--- config.mk ---
export PLATFORM = sky130hd
export DESIGN_NAME = peer_table_oldest_eviction
export DESIGN_NICKNAME = d
export VERILOG_FILES = /design/src/sv/ptoe_pkg.sv /design/src/sv/peer_table_oldest_eviction.sv /design/src/sv/ptoe_ram.sv /design/src/sv/ptoe_scan.sv
export SDC_FILE = /design/constraint.sdc
export NUM_CORES = 1
export LEC_CHECK = 0
export ABC_CLOCK_PERIOD_IN_PS = 6600
export BUFFER_PORTS_ARGS = -buffer_cell sky130_fd_sc_hd__clkbuf_2
export CAP_MARGIN = 20
export CORE_MARGIN = 1.5
export CORE_UTILIZATION = 55
export CTS_CLUSTER_DIAMETER = 50
export DETAILED_ROUTE_END_ITERATION = 8
export PLACE_DENSITY = 0.78
export RECOVER_POWER = 50
export SYNTH_ARGS = -nofsm -noshare
export SYNTH_HDL_FRONTEND = slang
export SYNTH_HIERARCHICAL = 1
export SYNTH_SLANG_ARGS = --single-unit
--- constraint.sdc ---
create_clock -name i_clk -period 6.6 [get_ports i_clk]
set_input_delay 0.66 -clock i_clk [delete_from_list [all_inputs] [get_ports i_clk]]
set_output_delay 0.66 -clock i_clk [all_outputs]
set_load 0.01 [all_outputs]
--- src/sv/ptoe_pkg.sv ---
// shared types and constants of the peer table with oldest-entry replacement
package ptoe_pkg;

    localparam int ID_W            = 32;
    localparam int TIME_W          = 32;
    localparam int TAG_W           = 8;
    localparam int SLOT_OUT_W      = 3;
    localparam int ENTRY_W         = ID_W + TIME_W;
    localparam int PEER_SLOTS_DEF  = 8;
    localparam int RESULT_LIMIT    = 8;
    localparam int CNT_W           = $clog2(RESULT_LIMIT);

    localparam logic MODE_BEACON   = 1'b0;
    localparam logic MODE_DISCOVER = 1'b1;
    localparam logic KIND_ENTRY    = 1'b0;
    localparam logic KIND_EMPTY    = 1'b1;

    typedef struct packed {
        logic              mode;
        logic [ID_W-1:0]   peer_id;
        logic [TIME_W-1:0] now_ms;
        logic [TAG_W-1:0]  request_tag;
    } t_in_item;

    typedef struct packed {
        logic                  event_kind;
        logic [ID_W-1:0]       entry_id;
        logic [TIME_W-1:0]     entry_seen_ms;
        logic [SLOT_OUT_W-1:0] slot_index;
        logic [TAG_W-1:0]      tag_out;
        logic                  last;
    } t_out_item;

    // one slot presented to the compare unit
    typedef struct packed {
        logic              step;
        logic              first;
        logic [ID_W-1:0]   id;
        logic [TIME_W-1:0] seen;
    } t_scan_in;

endpackage

--- src/sv/peer_table_oldest_eviction.sv ---
// top level of the peer table with oldest-entry replacement
//
// input channel: i_in_valid / o_in_stall carry one item (beacon or discover).
// output channel: o_out_valid / i_out_stall carry result items.
// config channel: i_cfg_valid / o_cfg_ready write own_id, always ready.
// a beacon from id zero or from own_id is dropped, no result, table unchanged.
// a beacon scans every slot through the one compare unit, one ram read per
// cycle, then writes the chosen slot and reports it once the output register
// is free; the input is ready again as that result is presented.
// a discover walks the slots in order, skipping a free slot, and gives a
// listed slot a ram read, then a result; at most 8 entries, last marked on
// the final one. an empty table gives one result with event_kind set, once
// the output register is free; the input is ready again as it is presented.
// o_in_stall is high while an item is in progress; a finished result waits in
// the output register and does not block the next accept, but the sequencer
// waits there if a new result meets a stalled, still-full output register.
// reset clears own_id, the per-slot occupied bits and the output valid flag;
// ram contents of an unoccupied slot are never used, so no clearing pass.
module peer_table_oldest_eviction #(
    parameter int PEER_SLOTS = ptoe_pkg::PEER_SLOTS_DEF
) (
    input  logic                      i_clk,
    input  logic                      i_rst_n,
    input  logic                      i_in_valid,
    output logic                      o_in_stall,
    input  ptoe_pkg::t_in_item        i_in_item,
    output logic                      o_out_valid,
    input  logic                      i_out_stall,
    output ptoe_pkg::t_out_item       o_out_item,
    input  logic                      i_cfg_valid,
    output logic                      o_cfg_ready,
    input  logic [ptoe_pkg::ID_W-1:0] i_cfg_data
);

    import ptoe_pkg::*;

    localparam int IDX_W = $clog2(PEER_SLOTS);
    localparam logic [IDX_W-1:0] LAST_IDX = IDX_W'(PEER_SLOTS - 1);
    localparam logic [CNT_W-1:0] LAST_CNT = CNT_W'(RESULT_LIMIT - 1);

    typedef enum logic [5:0] {
        ST_IDLE  = 6'b000001,
        ST_SCAN  = 6'b000010,
        ST_WRITE = 6'b000100,
        ST_LRD   = 6'b001000,
        ST_LEMIT = 6'b010000,
        ST_EMPTY = 6'b100000
    } t_state;

    // control state
    t_state              r_state, n_state;
    logic [ID_W-1:0]     r_own_id;
    logic [PEER_SLOTS-1:0] r_occ, n_occ;      // slot occupied
    logic                r_issue_done, n_issue_done;
    logic                r_cmp_vld, n_cmp_vld;
    logic [CNT_W-1:0]    r_cnt, n_cnt;
    logic                r_out_vld, n_out_vld;

    // payload
    t_in_item            r_item, n_item;
    logic [IDX_W-1:0]    r_idx, n_idx;
    logic [IDX_W-1:0]    r_cmp_idx, n_cmp_idx;
    t_out_item           r_out, n_out;

    // ram and compare unit hookup
    logic                ram_we;
    logic                ram_re;
    logic [ENTRY_W-1:0]  ram_q;
    logic [ID_W-1:0]     q_id;
    logic [TIME_W-1:0]   q_seen;
    t_scan_in            scan;
    logic [IDX_W-1:0]    chosen;

    logic                out_free;
    logic                in_acc;
    logic                more_above;
    logic                list_last;
    logic [PEER_SLOTS-1:0] occ_from_idx;

    assign q_id   = ram_q[ENTRY_W-1 -: ID_W];
    assign q_seen = ram_q[TIME_W-1:0];

    ptoe_ram #(
        .WIDTH (ENTRY_W),
        .DEPTH (PEER_SLOTS)
    ) u_ram (
        .i_clk     (i_clk),
        .i_wr_en   (ram_we),
        .i_wr_addr (chosen),
        .i_wr_data ({r_item.peer_id, r_item.now_ms}),
        .i_rd_en   (ram_re),
        .i_rd_addr (r_idx),
        .o_rd_data (ram_q)
    );

    // an unoccupied slot reads as id zero, time zero
    always_comb begin
        scan.step  = (r_state == ST_SCAN) && r_cmp_vld;
        scan.first = (r_cmp_idx == '0);
        scan.id    = r_occ[r_cmp_idx] ? q_id   : '0;
        scan.seen  = r_occ[r_cmp_idx] ? q_seen : '0;
    end

    ptoe_scan #(
        .PEER_SLOTS (PEER_SLOTS)
    ) u_scan (
        .i_clk  (i_clk),
        .i_scan (scan),
        .i_idx  (r_cmp_idx),
        .i_peer (r_item.peer_id),
        .o_slot (chosen)
    );

    assign out_free     = !r_out_vld || !i_out_stall;
    assign in_acc       = i_in_valid && (r_state == ST_IDLE);
    assign occ_from_idx = r_occ >> r_idx;
    assign more_above   = |(occ_from_idx >> 1);
    assign list_last    = (r_cnt == LAST_CNT) || !more_above;

    // sequencer
    always_comb begin
        n_state      = r_state;
        n_occ        = r_occ;
        n_issue_done = r_issue_done;
        n_cmp_vld    = r_cmp_vld;
        n_cnt        = r_cnt;
        n_out_vld    = r_out_vld;
        n_item       = r_item;
        n_idx        = r_idx;
        n_cmp_idx    = r_cmp_idx;
        n_out        = r_out;
        ram_we       = 1'b0;
        ram_re       = 1'b0;

        if (r_out_vld && !i_out_stall) begin
            n_out_vld = 1'b0;
        end

        unique case (r_state)
            ST_IDLE: begin
                if (in_acc) begin
                    n_item       = i_in_item;
                    n_idx        = '0;
                    n_cnt        = '0;
                    n_issue_done = 1'b0;
                    n_cmp_vld    = 1'b0;
                    if (i_in_item.mode == MODE_BEACON) begin
                        if (i_in_item.peer_id != '0 && i_in_item.peer_id != r_own_id) begin
                            n_state = ST_SCAN;
                        end
                    end else begin
                        n_state = (|r_occ) ? ST_LRD : ST_EMPTY;
                    end
                end
            end
            ST_SCAN: begin
                // read one slot per cycle, compare the one read the cycle before
                if (!r_issue_done) begin
                    ram_re    = 1'b1;
                    n_cmp_vld = 1'b1;
                    n_cmp_idx = r_idx;
                    if (r_idx == LAST_IDX) begin
                        n_issue_done = 1'b1;
                    end else begin
                        n_idx = r_idx + 1'b1;
                    end
                end else begin
                    n_cmp_vld = 1'b0;
                end
                if (r_cmp_vld && r_cmp_idx == LAST_IDX) begin
                    n_state = ST_WRITE;
                end
            end
            ST_WRITE: begin
                // rewriting the same entry while the output waits is harmless
                ram_we        = 1'b1;
                n_occ[chosen] = 1'b1;
                if (out_free) begin
                    n_out_vld           = 1'b1;
                    n_out.event_kind    = KIND_ENTRY;
                    n_out.entry_id      = r_item.peer_id;
                    n_out.entry_seen_ms = r_item.now_ms;
                    n_out.slot_index    = SLOT_OUT_W'(chosen);
                    n_out.tag_out       = '0;
                    n_out.last          = 1'b1;
                    n_state             = ST_IDLE;
                end
            end
            ST_LRD: begin
                // an occupied slot always lies at or above r_idx here
                if (r_occ[r_idx]) begin
                    ram_re  = 1'b1;
                    n_state = ST_LEMIT;
                end else begin
                    n_idx = r_idx + 1'b1;
                end
            end
            ST_LEMIT: begin
                if (out_free) begin
                    n_out_vld           = 1'b1;
                    n_out.event_kind    = KIND_ENTRY;
                    n_out.entry_id      = q_id;
                    n_out.entry_seen_ms = q_seen;
                    n_out.slot_index    = SLOT_OUT_W'(r_idx);
                    n_out.tag_out       = r_item.request_tag;
                    n_out.last          = list_last;
                    if (list_last) begin
                        n_state = ST_IDLE;
                    end else begin
                        n_idx   = r_idx + 1'b1;
                        n_cnt   = r_cnt + 1'b1;
                        n_state = ST_LRD;
                    end
                end
            end
            ST_EMPTY: begin
                if (out_free) begin
                    n_out_vld           = 1'b1;
                    n_out.event_kind    = KIND_EMPTY;
                    n_out.entry_id      = '0;
                    n_out.entry_seen_ms = '0;
                    n_out.slot_index    = '0;
                    n_out.tag_out       = r_item.request_tag;
                    n_out.last          = 1'b1;
                    n_state             = ST_IDLE;
                end
            end
            default: begin
                n_state = ST_IDLE;
            end
        endcase
    end

    always_ff @(posedge i_clk) begin
        if (!i_rst_n) begin
            r_state      <= ST_IDLE;
            r_own_id     <= '0;
            r_occ        <= '0;
            r_issue_done <= 1'b0;
            r_cmp_vld    <= 1'b0;
            r_cnt        <= '0;
            r_out_vld    <= 1'b0;
        end else begin
            r_state      <= n_state;
            r_occ        <= n_occ;
            r_issue_done <= n_issue_done;
            r_cmp_vld    <= n_cmp_vld;
            r_cnt        <= n_cnt;
            r_out_vld    <= n_out_vld;
            if (i_cfg_valid) begin
                r_own_id <= i_cfg_data;
            end
        end
    end

    always_ff @(posedge i_clk) begin
        r_item    <= n_item;
        r_idx     <= n_idx;
        r_cmp_idx <= n_cmp_idx;
        r_out     <= n_out;
    end

    assign o_in_stall  = (r_state != ST_IDLE);
    assign o_out_valid = r_out_vld;
    assign o_out_item  = r_out;
    assign o_cfg_ready = 1'b1;

endmodule

--- src/sv/ptoe_ram.sv ---
// generic single-write, single-read ram with registered read data
module ptoe_ram #(
    parameter int WIDTH = 64,
    parameter int DEPTH = 8
) (
    input  logic                     i_clk,
    input  logic                     i_wr_en,
    input  logic [$clog2(DEPTH)-1:0] i_wr_addr,
    input  logic [WIDTH-1:0]         i_wr_data,
    input  logic                     i_rd_en,
    input  logic [$clog2(DEPTH)-1:0] i_rd_addr,
    output logic [WIDTH-1:0]         o_rd_data
);

    logic [WIDTH-1:0] r_mem [DEPTH];
    logic [WIDTH-1:0] r_rd_data;

    always_ff @(posedge i_clk) begin
        if (i_wr_en) begin
            r_mem[i_wr_addr] <= i_wr_data;
        end
        if (i_rd_en) begin
            r_rd_data <= r_mem[i_rd_addr];
        end
    end

    assign o_rd_data = r_rd_data;

endmodule

--- src/sv/ptoe_scan.sv ---
// shared compare unit: tracks matching, first free and oldest slot over a scan
module ptoe_scan #(
    parameter int PEER_SLOTS = ptoe_pkg::PEER_SLOTS_DEF
) (
    input  logic                          i_clk,
    input  ptoe_pkg::t_scan_in            i_scan,
    input  logic [$clog2(PEER_SLOTS)-1:0] i_idx,
    input  logic [ptoe_pkg::ID_W-1:0]     i_peer,
    output logic [$clog2(PEER_SLOTS)-1:0] o_slot
);

    import ptoe_pkg::*;

    localparam int IDX_W = $clog2(PEER_SLOTS);

    logic              r_found;
    logic [IDX_W-1:0]  r_match_idx;
    logic              r_have_free;
    logic [IDX_W-1:0]  r_free_idx;
    logic [IDX_W-1:0]  r_old_idx;
    logic [TIME_W-1:0] r_old_time;

    logic is_match;
    logic is_free;
    logic is_older;

    assign is_match = (i_scan.id == i_peer);
    assign is_free  = (i_scan.id == '0);
    assign is_older = (i_scan.seen < r_old_time);

    // first slot of a scan restarts every tracker
    always_ff @(posedge i_clk) begin
        if (i_scan.step) begin
            if (i_scan.first) begin
                r_found     <= is_match;
                r_match_idx <= i_idx;
                r_have_free <= is_free;
                r_free_idx  <= i_idx;
                r_old_idx   <= i_idx;
                r_old_time  <= i_scan.seen;
            end else begin
                if (is_match && !r_found) begin
                    r_found     <= 1'b1;
                    r_match_idx <= i_idx;
                end
                if (is_free && !r_have_free) begin
                    r_have_free <= 1'b1;
                    r_free_idx  <= i_idx;
                end
                if (is_older) begin
                    r_old_idx  <= i_idx;
                    r_old_time <= i_scan.seen;
                end
            end
        end
    end

    assign o_slot = r_found     ? r_match_idx :
                    r_have_free ? r_free_idx  : r_old_idx;

endmodule

; Yosys cells after proc, flatten, opt, wreduce, memory -nomap -nowiden
; Memory sizes are Yosys's and may differ from the RTL's. A register that Yosys moved wholly into a read port is not among the register bits.
; Cells that the tools add are included.
[word_totals]
ff_bits = 250
mem_bits_rw = 512
in_bits = 110
word_cells = 158
memories = 1
[mem_list]
columns = memory, words, word_bits, rd, rd_clocked_by_memory_dff, write_ports, line_no
row1 = u_ram.r_mem, 8, 64, 1, 1, 1, ptoe_ram.sv:15  ; logic [WIDTH-1:0] r_mem [DEPTH];
[classes]
n_addsub = 2
order_cmp = 5
n_eq_ne = 24
n_shift = 1
mux = 60
bitwise = 2
reduce_logical = 39
[op_table]
columns = cell, n
row1 = 77-bit two-way mux, 3
row2 = 77-bit case mux with 3 select lines, 1
row3 = 32-bit two-way mux, 4
row4 = 3-bit two-way mux, 16
row5 = 6-bit two-way mux, 8
row6 = 32-bit equality test, 1
row7 = 32-bit zero test, 1
row8 = 32-bit < comparator, 1
row9 = 32-bit != test, 1
row10 = 32-bit nonzero test, 1
row11 = 6-bit case mux with 5 select lines, 1
row12 = 1-bit two-way mux, 18
row13 = "2-bit != test, second input constant", 9
row14 = "3-bit by 4-bit < comparator with 1-bit output, second input constant", 3
row15 = 3-bit case mux with 4 select lines, 1
row16 = 2-bit AND reduction, 6
row17 = 2-bit nonzero test, 5
row18 = "3-bit equality test, second input constant", 3
row19 = 1-bit logical AND, 8
row20 = 8-bit OR, 1
row21 = 4-bit AND reduction, 2
row22 = 8-bit OR reduction, 1
row23 = 8-bit by 3-bit >> shifter with 8-bit output, 1
row24 = 7-bit AND reduction, 1
row25 = other kinds (26), 36

; Depth between registers and ports, before layout
[logic_depth]
ltp_word = 7
ltp_mapped = 10
depth_no_buf = 9

; By module
; The synthesis kept the hierarchy.
[modules_own_cells]
columns = module, n_inst, cells_per_inst, area_each_um2
row1 = ptoe_ram, 1, 816, 21199.1
row2 = peer_table_oldest_eviction, 1, 632, 8612.0
row3 = ptoe_scan, 1, 220, 2580.0

; Least setup slack after synthesis
; Ideal clock, no wire load.
[synth_timing]
kind = reg2reg
startpoint = reg r_state[3]
endpoint = reg u_ram.r_rd_data[0], in the netlist u_ram/o_rd_data[0] (read register of u_ram.r_mem) (enable)
setup_ps = 574
t_arrival_ps = 5878
required_ps = 6026
slack_ps = 148
path_stages_with_launch = 5
n_path_buf = 1
period_less_slack_ps = 6452
cell_sequence = dfxtp_1 > or4_1 > or3b_1 > buf_2 > o21ai_0
[synth_between]
elab_chain_len = 2
word_cells_on_any_way = 3
classes_between = eq/ne (2) / mux (1)
[synth_rtl]
columns = item, line_no
row1 = from (decl), peer_table_oldest_eviction.sv:51  ; t_state r_state, n_state;
row2 = from (signal assigned), peer_table_oldest_eviction.sv:244  ; r_state <= n_state;
row3 = 6-bit by 4-bit equality test with 1-bit output or 6-bit by 2-bit equality test with 1-bit output (tied branches), peer_table_oldest_eviction.sv:139  ; unique case (r_state)
row4 = 1-bit case mux with 2 select lines (*), peer_table_oldest_eviction.sv:139
row5 = via ram_re, peer_table_oldest_eviction.sv:67  ; logic ram_re;
row6 = to (decl), ptoe_ram.sv:16  ; logic [WIDTH-1:0] r_rd_data;
; The timed path passes the listed nets; every way through them passes the cells marked *.
; A chain may end at the register's enable or synchronous reset.

; Final worst setup path
[layout_timing]
startpoint = reg r_idx[1]
endpoint = reg u_ram.r_rd_data[42], in the netlist u_ram/o_rd_data[42] (read register of u_ram.r_mem) (enable)
[layout_between]
elab_chain_len = 4
[layout_rtl]
columns = item, line_no
row1 = from (decl), peer_table_oldest_eviction.sv:61  ; logic [IDX_W-1:0] r_idx, n_idx;
row2 = from (signal assigned), peer_table_oldest_eviction.sv:258  ; r_idx <= n_idx;
row3 = 1-bit binary-select mux with 3-bit select, peer_table_oldest_eviction.sv:191  ; if (r_occ[r_idx]) begin
row4 = 1-bit two-way mux (not written as such), peer_table_oldest_eviction.sv:191
row5 = 1-bit two-way mux, peer_table_oldest_eviction.sv:191
row6 = 1-bit case mux with 2 select lines, peer_table_oldest_eviction.sv:139
row7 = via ram_re, peer_table_oldest_eviction.sv:67
; The timed path passes the listed nets, and every way through them passes these cells. The select of a mux whose other input is x is not followed.

==> impl_metrics.env <==
export IMPL_p_total_mw=13.9
export IMPL_place_gp_congestion=0.852
export IMPL_clk_latency_ps=640
export IMPL_crit_end="u_ram/o_rd_data[42]"
export IMPL_cts_sinks=826
export IMPL_dieHeight_um=246
export IMPL_fmax_ghz=0.214
export IMPL_yosysSeqAreaShare_pct=75.0
export IMPL_critical_path_required_ps=6840
export IMPL_postRouteAntennaNets=0
export IMPL_critical_path_class="reg2reg"
export IMPL_holdPathStages=1
export IMPL_peakVddDrop_mv=0.277
export IMPL_start_kind="flop"
export IMPL_hold_path_class="in2reg"
export IMPL_cts_root_buf="clkbuf_16"
export IMPL_clkTransAtPathRegs_ps=60
export IMPL_postCtsSetupRepairBufs=0
export IMPL_antenna_found_initial=1
export IMPL_drc=0
export IMPL_cap_violations=6
export IMPL_status="finished, violations left"
export IMPL_htree_num_levels=3
export IMPL_die_x_um=246
export IMPL_synth_area_top_cells="edfxtp_1 (72%), mux4_2 (9.0%), dfxtp_1 (3.2%), mux2_2 (2.3%), a22o_1 (1.8%)"
export IMPL_synth_common_cells="edfxtp_1 (774), mux4_2 (130), nor2b_1 (75)"
export IMPL_post_place_ws_ps=2050
export IMPL_tritoncts="done"
export IMPL_first_pass_iters=5
export IMPL_synth_largest_area_cell="edfxtp_1"
export IMPL_grt_setup_unrepaired="no"
export IMPL_setup_ws_ps=1930
export IMPL_avgSynthCellArea_sq_um=19.4
export IMPL_gr_total_overflow=0
export IMPL_layout_drive_gt1_share_pct=22.3
export IMPL_synth_cell_type_count=58
export IMPL_reg2reg_slack_ps=1930
export IMPL_grtUsageTotal_pct=24.1
export IMPL_start_util_pct=55.9
export IMPL_finalMaxSlewViolations=183
export IMPL_detail_route_wl_per_cell_um=26.0
export IMPL_syn_area_sq_um=32400
export IMPL_finalHoldViolCount=0
export IMPL_num_rows=88
export IMPL_die_area_sq_um=60400
export IMPL_filler_cell_count=3927
export IMPL_grt_pass1_vias=17500
export IMPL_dp_hpwl_um=41600
export IMPL_violations="capacitance limit, slew limit"
export IMPL_synth_top_area_share_pct=71.8
export IMPL_finClkSkew_ps=31.0
export IMPL_finalSetupViolCount=0
export IMPL_clk_path_buf_depth=3
export IMPL_post_cts_resize_count=0
export IMPL_worstPathArrival_ps=4910
export IMPL_slew_headroom_pct=-122
export IMPL_grt_pass1_wl_um=107000
export IMPL_ys_ff_latch=826
export IMPL_io_buffers=188
export IMPL_synth_edff_count=774
export IMPL_yosysWarnings=6
export IMPL_end_kind="flop"
export IMPL_path_max_fanout=49
export IMPL_routed_wirelength_um=71400
export IMPL_crit_start="r_idx[1]"
export IMPL_power_density_nw_per_um2=375
export IMPL_core_area_sq_um=57900
export IMPL_r2r_end="u_ram/o_rd_data[42]"
export IMPL_cts_hold_buf=0
export IMPL_yosysMostFrequentCell="edfxtp_1"
export IMPL_period_minus_slack_ps=4670
export IMPL_grt_max_degree=76
export IMPL_worst_slew_pin_slew_ps=3320
export IMPL_worst_r2r_path_depth=7
export IMPL_synthesis_nets=1813
export IMPL_timing_rr_start="r_idx[1]"
export IMPL_holdWs_ps=194
export IMPL_syn_inst=1668
export IMPL_synthArstFlopShare_pct=0
export IMPL_dominantRegCellSynth="edfxtp_1"
export IMPL_drt_iter0_markers=1698
export IMPL_io_pins=190
export IMPL_nets=2051
export IMPL_finalCritPeriodShare_pct=70.7
export IMPL_cts_made_buffers=85
export IMPL_tns_ps=0
export IMPL_area_growth_pct=14.2
export IMPL_via_per_inst=6.10
export IMPL_leakagePower_nw=12.2
export IMPL_via_count=16700
[kinds of logic (layout without fill, tap and decap cells)]
logic type / after synthesis / after routing / share of synthesized area [%]
compound gates: 135 / 135 / 3.23
xor+xnor: 64 / 64 / 1.73
fa+ha+maj: 35 / 35 / 1.35
buf+inv: 110 / 419 / 1.63
flops: 826 / 826 / 75.0
mux: 237 / 237 / 12.6
other cells: 1 / 2 / 0.0116
simple gates: 260 / 260 / 4.47
[worst min path at each step]
stage                   from  slack, ps    endpoint
2_1_floorplan       r_cnt[1]        440    r_cnt[1]
3_3_place_gp        r_cnt[1]        450    r_cnt[1]
3_5_place_dp        r_cnt[2]        470    r_cnt[2]
4_1_cts        i_in_item[18]        160  r_item[18]
5_1_grt        i_in_item[15]        170  r_item[15]
6_report       i_in_item[16]        190  r_item[16]
[critical path, stage by stage (launching register included)]
cell and delay, ps:
edfxtp_1 360, clkbuf_1 1750, mux2i_1 320, nand3_1 210, nand4_1 100, or2_2 350, o21ai_4 260, buf_4 830
[flip-flops by register name (all words and copies together), names as in the netlist, 6 cells and up]
register	cells
r_occ	8
r_own_id	32
r_item	72
u_ram/o_rd_data	64
r_state	6
u_ram/r_mem	512
o_out_item	77
u_scan/r_old_time	32
[metrics by stage]
stage / instance area, sq um / util, % / cells
6_report: 37000 / 63.9 / 2743
5_1_grt: 37000 / 63.9 / 2742
4_1_cts: 37100 / 64.1 / 2740
3_5_place_dp: 34300 / 59.2 / 2582
3_3_place_gp: 34300 / 59.2 / 2582
2_1_floorplan: 32400 / - / 1668
[layout by cell type, fill, tap and decap left out, types with 6 or more instances in the layout]
cell type     n
clkbuf_2     71
clkinvlp_4    6
mux2_2       64
clkbuf_1    137
clkinv_1     15
inv_6         6
bufinv_16    11
nand2_1      30
edfxtp_1    774
nand3_1       8
nor3_1       12
a22o_1       67
nor2b_1      75
a31oi_1       7
nand4_1      23
xnor2_1      64
nor2_1       51
clkbuf_16    88
mux2i_1      41
buf_4        25
clkinv_2     11
inv_1        37
mux4_2      130
a21oi_1      16
dfxtp_1      52
ha_1         35
nor4_1       22
o21ai_0      11
[area by class of cell]
cell class	instances	area, sq um	share of cell area [%]
clock inverters	54	598	1.62
well taps	765	957	2.59
multi-input cells	732	7650	20.7
inverters	40	151	0.409
repair buffers	221	1080	2.91
clock buffers	104	2270	6.14
flip-flops and latches	826	24300	65.6
diodes	1	2.50	0.00676
[report_power, final]
| part | internal [mW] | leakage [nW] | switching [mW] | total [mW] |
|---|---|---|---|---|
| clock network | 2.90 | 1.39 | 1.97 | 4.87 |
| registers | 6.32 | 7.45 | 0.335 | 6.65 |
| logic | 1.20 | 3.39 | 1.16 | 2.36 |
[per-layer routing]
metal / GRT usage (%) / up-vias / routed length [um]
met3: 5.12 / 135 / 5870
met5: 0 / - / 13
met2: 39.9 / 819 / 35600
met1: 31.8 / 8584 / 27800
li1: - / 7191 / -
met4: 8.55 / 2 / 2130
No activity file was read; power rests on OpenSTA's default activity.
